File: config.mk
export PLATFORM = sky130hd
export DESIGN_NAME = sbst_ctrl
export DESIGN_NICKNAME = d
export VERILOG_FILES = /design/src/hw/rtl/sbst_pkg.sv /design/src/hw/rtl/sbst_ctrl.sv
export SDC_FILE = /design/constraint.sdc
export NUM_CORES = 1
export LEC_CHECK = 0
export BUFFER_PORTS_ARGS = -buffer_cell sky130_fd_sc_hd__clkbuf_2
export CORE_MARGIN = 4
export CORE_UTILIZATION = 50
export CTS_CLUSTER_SIZE = 30
export DETAILED_ROUTE_END_ITERATION = 6
export GPL_TIMING_DRIVEN = 0
export PLACE_DENSITY_LB_ADDON = 0.15
export RECOVER_POWER = 100
export SLEW_MARGIN = 20
export SYNTH_ARGS = -nofsm -noshare
export SYNTH_HDL_FRONTEND = slang
export SYNTH_SLANG_ARGS = --single-unit
File: constraint.sdc
create_clock -name clock -period 2.2 [get_ports clock]
set_input_delay 0.11 -clock clock [delete_from_list [all_inputs] [get_ports clock]]
set_output_delay 0.11 -clock clock [all_outputs]
set_load 0.02 [all_outputs]
File: src/hw/rtl/sbst_pkg.sv
`default_nettype none
package sbst_pkg;

   // default sizes
   localparam int GRID_MAX_DEF   = 16;
   localparam int VECTOR_MAX_DEF = 16;

   // operation codes
   localparam logic [1:0] OP_WRITE = 2'd0;
   localparam logic [1:0] OP_TRAIN = 2'd1;
   localparam logic [1:0] OP_QUERY = 2'd2;

   // register indexes
   localparam logic [2:0] REG_GRID_WIDTH     = 3'd0;
   localparam logic [2:0] REG_GRID_HEIGHT    = 3'd1;
   localparam logic [2:0] REG_VECTOR_LENGTH  = 3'd2;
   localparam logic [2:0] REG_INITIAL_RATE   = 3'd3;
   localparam logic [2:0] REG_INITIAL_RADIUS = 3'd4;

   // reset values
   localparam logic [4:0]  SIZE_RESET   = 5'd16;
   localparam logic [15:0] RATE_RESET   = 16'd32768;
   localparam logic [12:0] RADIUS_RESET = 13'd2048;
   localparam logic [12:0] RADIUS_MIN   = 13'd256;

   // arithmetic constants
   localparam logic [15:0] DECAY_Q16   = 16'd65470;
   localparam logic [19:0] LOG2E_X8    = 20'd756384;
   localparam int          EXP_SAT     = 272;
   localparam logic [32:0] HALF_Q16    = 33'd32768;

   typedef logic [16:0] exp_tab_type [16];
   localparam exp_tab_type EXP2_FRAC = '{
      17'd65536, 17'd62757, 17'd60097, 17'd57549, 17'd55109, 17'd52773, 17'd50535, 17'd48393,
      17'd46341, 17'd44376, 17'd42495, 17'd40693, 17'd38968, 17'd37316, 17'd35734, 17'd34219
   };

   typedef struct packed {
      logic [1:0]  operation;
      logic [3:0]  node_x;
      logic [3:0]  node_y;
      logic [3:0]  element_index;
      logic [15:0] value;
      logic        last;
   } req_beat_type;

   typedef struct packed {
      logic accept;
      logic rd;
      logic sq_en;
      logic acc_en;
      logic cmp_en;
      logic d2_en;
      logic div_start;
      logic div_step;
      logic infl_en;
      logic gain_en;
      logic mul_en;
      logic wr_en;
      logic decay_en;
      logic rsp_load;
      logic train;
   } cmd_type;

   // size register clamped to 1..hi
   function automatic int clamp_size(logic [4:0] v, int hi);
      int r;
      r = int'(v);
      if (r < 1) r = 1;
      if (r > hi) r = hi;
      return r;
   endfunction

endpackage
`default_nettype wire

File: src/hw/rtl/sbst_ctrl.sv
`default_nettype none
module sbst_ctrl #(
   parameter int GRID_MAX   = sbst_pkg::GRID_MAX_DEF,
   parameter int VECTOR_MAX = sbst_pkg::VECTOR_MAX_DEF,
   localparam int GX_W      = $clog2(GRID_MAX),
   localparam int VD_W      = (VECTOR_MAX > 1) ? $clog2(VECTOR_MAX) : 1
) (
   input  wire logic                 clock,
   input  wire logic                 reset,
   input  wire logic                 req_valid,
   input  wire logic [1:0]           req_op,
   input  wire logic                 req_last,
   output logic                      req_ready,
   output logic                      rsp_valid,
   input  wire logic                 rsp_ready,
   input  wire logic [GX_W-1:0]      gw_last,
   input  wire logic [GX_W-1:0]      gh_last,
   input  wire logic [VD_W-1:0]      vl_last,
   output sbst_pkg::cmd_type         cmd,
   output logic [GX_W-1:0]           x_idx,
   output logic [GX_W-1:0]           y_idx,
   output logic [VD_W-1:0]           d_idx
);
   localparam int NUM_W = 2 * GX_W + 21;
   localparam int CNT_W = $clog2(NUM_W);

   localparam logic [3:0] ST_IDLE   = 4'd0;
   localparam logic [3:0] ST_S_RD   = 4'd1;
   localparam logic [3:0] ST_S_MUL  = 4'd2;
   localparam logic [3:0] ST_S_ACC  = 4'd3;
   localparam logic [3:0] ST_S_CMP  = 4'd4;
   localparam logic [3:0] ST_T_D2   = 4'd5;
   localparam logic [3:0] ST_T_NUM  = 4'd6;
   localparam logic [3:0] ST_T_DIV  = 4'd7;
   localparam logic [3:0] ST_T_INFL = 4'd8;
   localparam logic [3:0] ST_T_GAIN = 4'd9;
   localparam logic [3:0] ST_U_RD   = 4'd10;
   localparam logic [3:0] ST_U_MUL  = 4'd11;
   localparam logic [3:0] ST_U_WR   = 4'd12;
   localparam logic [3:0] ST_DECAY  = 4'd13;
   localparam logic [3:0] ST_DONE   = 4'd14;

   logic [3:0]       state_ff, state_in;
   logic [GX_W-1:0]  x_ff, x_in, y_ff, y_in;
   logic [VD_W-1:0]  d_ff, d_in;
   logic [CNT_W-1:0] cnt_ff, cnt_in;
   logic             train_ff, train_in;
   logic             rsp_valid_ff, rsp_valid_in;
   logic             accept;
   logic             d_end, node_end;

   assign req_ready = (state_ff == ST_IDLE);
   assign accept    = req_valid && req_ready;
   assign rsp_valid = rsp_valid_ff;
   assign x_idx     = x_ff;
   assign y_idx     = y_ff;
   assign d_idx     = d_ff;
   assign d_end     = (d_ff == vl_last);
   assign node_end  = (x_ff == gw_last) && (y_ff == gh_last);

   // sequencer
   always_comb begin
      state_in = state_ff;
      x_in     = x_ff;
      y_in     = y_ff;
      d_in     = d_ff;
      cnt_in   = cnt_ff;
      train_in = train_ff;
      cmd      = '0;
      cmd.accept = accept;
      cmd.train  = train_ff;
      case (state_ff)
         ST_IDLE: begin
            if (accept && req_last &&
                (req_op == sbst_pkg::OP_TRAIN || req_op == sbst_pkg::OP_QUERY)) begin
               train_in = (req_op == sbst_pkg::OP_TRAIN);
               x_in     = '0;
               y_in     = '0;
               d_in     = '0;
               state_in = ST_S_RD;
            end
         end
         ST_S_RD: begin
            cmd.rd   = 1'b1;
            state_in = ST_S_MUL;
         end
         ST_S_MUL: begin
            cmd.sq_en = 1'b1;
            state_in  = ST_S_ACC;
         end
         ST_S_ACC: begin
            cmd.acc_en = 1'b1;
            if (d_end) begin
               d_in     = '0;
               state_in = ST_S_CMP;
            end else begin
               d_in     = d_ff + 1'b1;
               state_in = ST_S_RD;
            end
         end
         ST_S_CMP: begin
            cmd.cmp_en = 1'b1;
            if (x_ff == gw_last) begin
               x_in = '0;
               if (y_ff == gh_last) begin
                  y_in     = '0;
                  state_in = train_ff ? ST_T_D2 : ST_DONE;
               end else begin
                  y_in     = y_ff + 1'b1;
                  state_in = ST_S_RD;
               end
            end else begin
               x_in     = x_ff + 1'b1;
               state_in = ST_S_RD;
            end
         end
         ST_T_D2: begin
            cmd.d2_en = 1'b1;
            state_in  = ST_T_NUM;
         end
         ST_T_NUM: begin
            cmd.div_start = 1'b1;
            cnt_in        = '0;
            state_in      = ST_T_DIV;
         end
         ST_T_DIV: begin
            cmd.div_step = 1'b1;
            cnt_in       = cnt_ff + 1'b1;
            if (cnt_ff == CNT_W'(NUM_W - 1)) state_in = ST_T_INFL;
         end
         ST_T_INFL: begin
            cmd.infl_en = 1'b1;
            state_in    = ST_T_GAIN;
         end
         ST_T_GAIN: begin
            cmd.gain_en = 1'b1;
            d_in        = '0;
            state_in    = ST_U_RD;
         end
         ST_U_RD: begin
            cmd.rd   = 1'b1;
            state_in = ST_U_MUL;
         end
         ST_U_MUL: begin
            cmd.mul_en = 1'b1;
            state_in   = ST_U_WR;
         end
         ST_U_WR: begin
            cmd.wr_en = 1'b1;
            if (d_end) begin
               d_in = '0;
               if (node_end) begin
                  state_in = ST_DECAY;
               end else begin
                  if (x_ff == gw_last) begin
                     x_in = '0;
                     y_in = y_ff + 1'b1;
                  end else begin
                     x_in = x_ff + 1'b1;
                  end
                  state_in = ST_T_D2;
               end
            end else begin
               d_in     = d_ff + 1'b1;
               state_in = ST_U_RD;
            end
         end
         ST_DECAY: begin
            cmd.decay_en = 1'b1;
            state_in     = ST_DONE;
         end
         ST_DONE: begin
            if (!rsp_valid_ff || rsp_ready) begin
               cmd.rsp_load = 1'b1;
               state_in     = ST_IDLE;
            end
         end
         default: state_in = ST_IDLE;
      endcase
   end

   // result beat held until taken
   always_comb begin
      rsp_valid_in = rsp_valid_ff;
      if (cmd.rsp_load) rsp_valid_in = 1'b1;
      else if (rsp_ready) rsp_valid_in = 1'b0;
   end

   always_ff @(posedge clock) begin
      if (reset) begin
         state_ff     <= ST_IDLE;
         rsp_valid_ff <= 1'b0;
         x_ff         <= '0;
         y_ff         <= '0;
         d_ff         <= '0;
         cnt_ff       <= '0;
         train_ff     <= 1'b0;
      end else begin
         state_ff     <= state_in;
         rsp_valid_ff <= rsp_valid_in;
         x_ff         <= x_in;
         y_ff         <= y_in;
         d_ff         <= d_in;
         cnt_ff       <= cnt_in;
         train_ff     <= train_in;
      end
   end
endmodule
`default_nettype wire

==> impl_metrics.toml <==
[status]
status = "finished clean"

[drt]
num_vias = 1811
first_iter_violations = 126
routed_wl_um = 4370
antenna_left = 0
drt_pass1_iterations = 5
drc = 0
vias_per_cell = 5.73
routedWlPerCell_um = 13.8

[finish]
antennaDiodeCount = 0
final_common_cell = "clkbuf_1"
fin_area_mm2 = 0.00202
drive_gt1_share_pct = 14.8
register_area_um2 = 460
fin_nets = 296
final_cells = 316
multiInputGateArea_mm2 = 0.00117
area_delta_synth_final_pct = 14.9
fillers = 356
layout_common_cells = "clkbuf_1, nor2_1, dfxtp_1"

[die]
io_pins = 48
die_x_um = 67.3
start_util_pct = 52.3
die-area_mm2 = 0.00453
fp-row-count = 21
coreArea_mm2 = 0.00336
fp.dieH_um = 67.3

[clock_network]
tritoncts = "yes"
hold_buffers = 0
htree_num_levels = 1
clk_pin_slew_ns = 0.13
numCtsBuffers = 3
clock_latency_ns = 0.31
clock_path_buffers = 2
post_cts_buffers = 0
cts_resized = 0
clock_sinks = 23
root_buffer = "clkbuf_4"

[critical_path]
critPathArrivalTime_ns = 2.35
end_kind = "flop"
slowest_delay_ns = 0.67
start_kind = "flop"
required_ns = 2.46
path_cells = "clkbuf_1 -> nor4b_1 -> inv_2 -> or3_1 -> o21ai_1 -> o21a_1"
critical_path_buf_inv_count = 2
crit_family = "simple AND/OR/NAND/NOR gates"
critPathMaxFanout = 10
worstSetupPathType = "reg2reg"
crit_slowest_cell = "nor4b_1"

[power_and_ir_drop]
pwr-share-comb_pct = 29.6
power_uw = 905
switching_power_uw = 309
clkPwrFrac_pct = 22.1
internal_power_uw = 597
sw_frac_of_total_pct = 34.1
pwr_density_cell_mw_per_mm2 = 448
leakagePower_nw = 0.751
ir_worst_vdd_mv = 0.253
power_frac_seq_pct = 48.3

[sta]
post-route-min-period_ns = 2.09
drv_slew = 0
finalHoldViolations = 0
worst_pin_slew_ns = 0.687
min_period_over_period_pct = 95.2
rsz0062_at_grt = "false"
finalSetupViolations = 0
finalSetupTns_ns = 0
relSlewSlack_pct = 53.6
finalClockSkew_ns = 0.00490
timing.fmax_mhz = 478

[placement]
portBuffers = 47
dp.cells = 312
gp_congestion = 0.879
place_hpwl_um = 3380
placed_area_mm2 = 0.00205

[synthesis]
ys_warn_count = 0
synth_top_area_share_pct = 26.2
yosys.cell_types.count = 58
yosysSeqAreaShare_pct = 26.2
synth.net_count = 244
synthFlopType = "dfxtp_1"
synth-seq-cells = 23
ys_top_cells_by_area = "dfxtp_1, xnor2_1, nor2_1"
yosys.area.top_type = "dfxtp_1"
async_flop_share_pct = 0
syn_area_mm2 = 0.00176
synth.avg_cell_area_um2 = 8.03
postSynthCellCount = 219
synth_edf_count = 0

[global_routing]
grt_max_degree = 13
grt_remaining_overflow = 0
grt_pass1_vias = 1596
grt.total_usage_pct = 20.0
grt_pass1_wl_um = 7160
antenna_found_initial = 0

[flow_run]
maxCapViolations = 0

[worst_hold_path]
hold_path_class = "in2reg"
==> cells in the mapped netlist, types with 3 or more instances <==
cell       count
a211oi_1       3
a211oi_2       3
a21o_1         6
a21oi_1        6
a31o_1         3
buf_2          5
buf_4          3
clkbuf_1       7
dfxtp_1       23
ha_1           6
inv_1          6
inv_2          3
nand2_1       13
nand2b_1       4
nand3_1        8
nand4_1        7
nor2_1        23
nor2b_1        3
nor3_1         5
o2111ai_1      6
o211ai_1       5
o21a_1         3
o21ai_0        7
o21ai_1        3
or3_1          4
xnor2_1       10
xor2_1         8
==> power by group through the flow <==
stage,sequential (mW),combinational [mW],clock (mW)
global placement,0.447,0.270,0
global route,0.440,0.295,0.226
detailed placement,0.447,0.272,0
finish,0.437,0.268,0.200
floorplan,0.450,0.193,0
CTS,0.438,0.275,0.209
==> cell families after synthesis <==
group | after synthesis | synth area share, %
buffers and inverters | 25 | 6.33
AOI/OAI and AO/OA | 61 | 26.8
muxes | 3 | 1.78
DFF | 23 | 26.2
adders and majority gates | 6 | 4.27
xor gates and xnor gates | 18 | 8.96
and+or+nand+nor | 83 | 25.7
==> registers in the layout (all words and copies together), names as in the netlist <==
register,flops
cnt_ff,5
d_idx,4
rsp_valid,1
state_ff,4
train_ff,1
x_idx,4
y_idx,4
==> path summary, 6_finish.rpt <==
check | startpoint | endpoint | slack [ns] | cells after the start
max | state_ff[3] | state_ff[1] | 0.11 | 6
min | req_op[0] | train_ff | 0.16 | 4
max reg2reg | state_ff[3] | state_ff[1] | 0.11 | 6
min reg2reg | cnt_ff[4] | cnt_ff[4] | 0.53 | 2
==> worst min-delay path: cells and delay by family <==
family / cells / cell delay [ns]
adders and majority gates: 1 / 0.13
buffers and inverters: 1 / 0.08
and+or+nand+nor: 1 / 0.07
muxes: 1 / 0.06
==> area by class of cell <==
type	count	share of cell area, %
Buffer	16	3.71
Timing Repair Buffer	47	10.0
Clock buffer	4	1.30
Tap cell	46	2.85
Sequential cell	23	22.8
Inverter	9	1.67
Multi-Input combinational cell	171	57.7
==> metrics by stage <==
step / utilization (%) / hold WS, ns / setup slack, ns
floorplan: - / 0.336 / 0.311
global placement: 61.0 / 0.465 / 0.217
detailed placement: 61.0 / 0.489 / 0.215
CTS: 61.8 / 0.146 / 0.190
global route: 60.1 / 0.184 / 0.0186
finish: 60.1 / 0.165 / 0.107
==> per-layer routing <==
metal  part of all wire [%]  vias up  GRT usage, %
li1                       -      901             -
met1                     45      821          27.5
met2                     47       80          32.9
met3                    6.8        9          2.33
met4                    1.5        0          5.82
met5                      0        -             0
No activity file was read; power rests on OpenSTA's default activity.
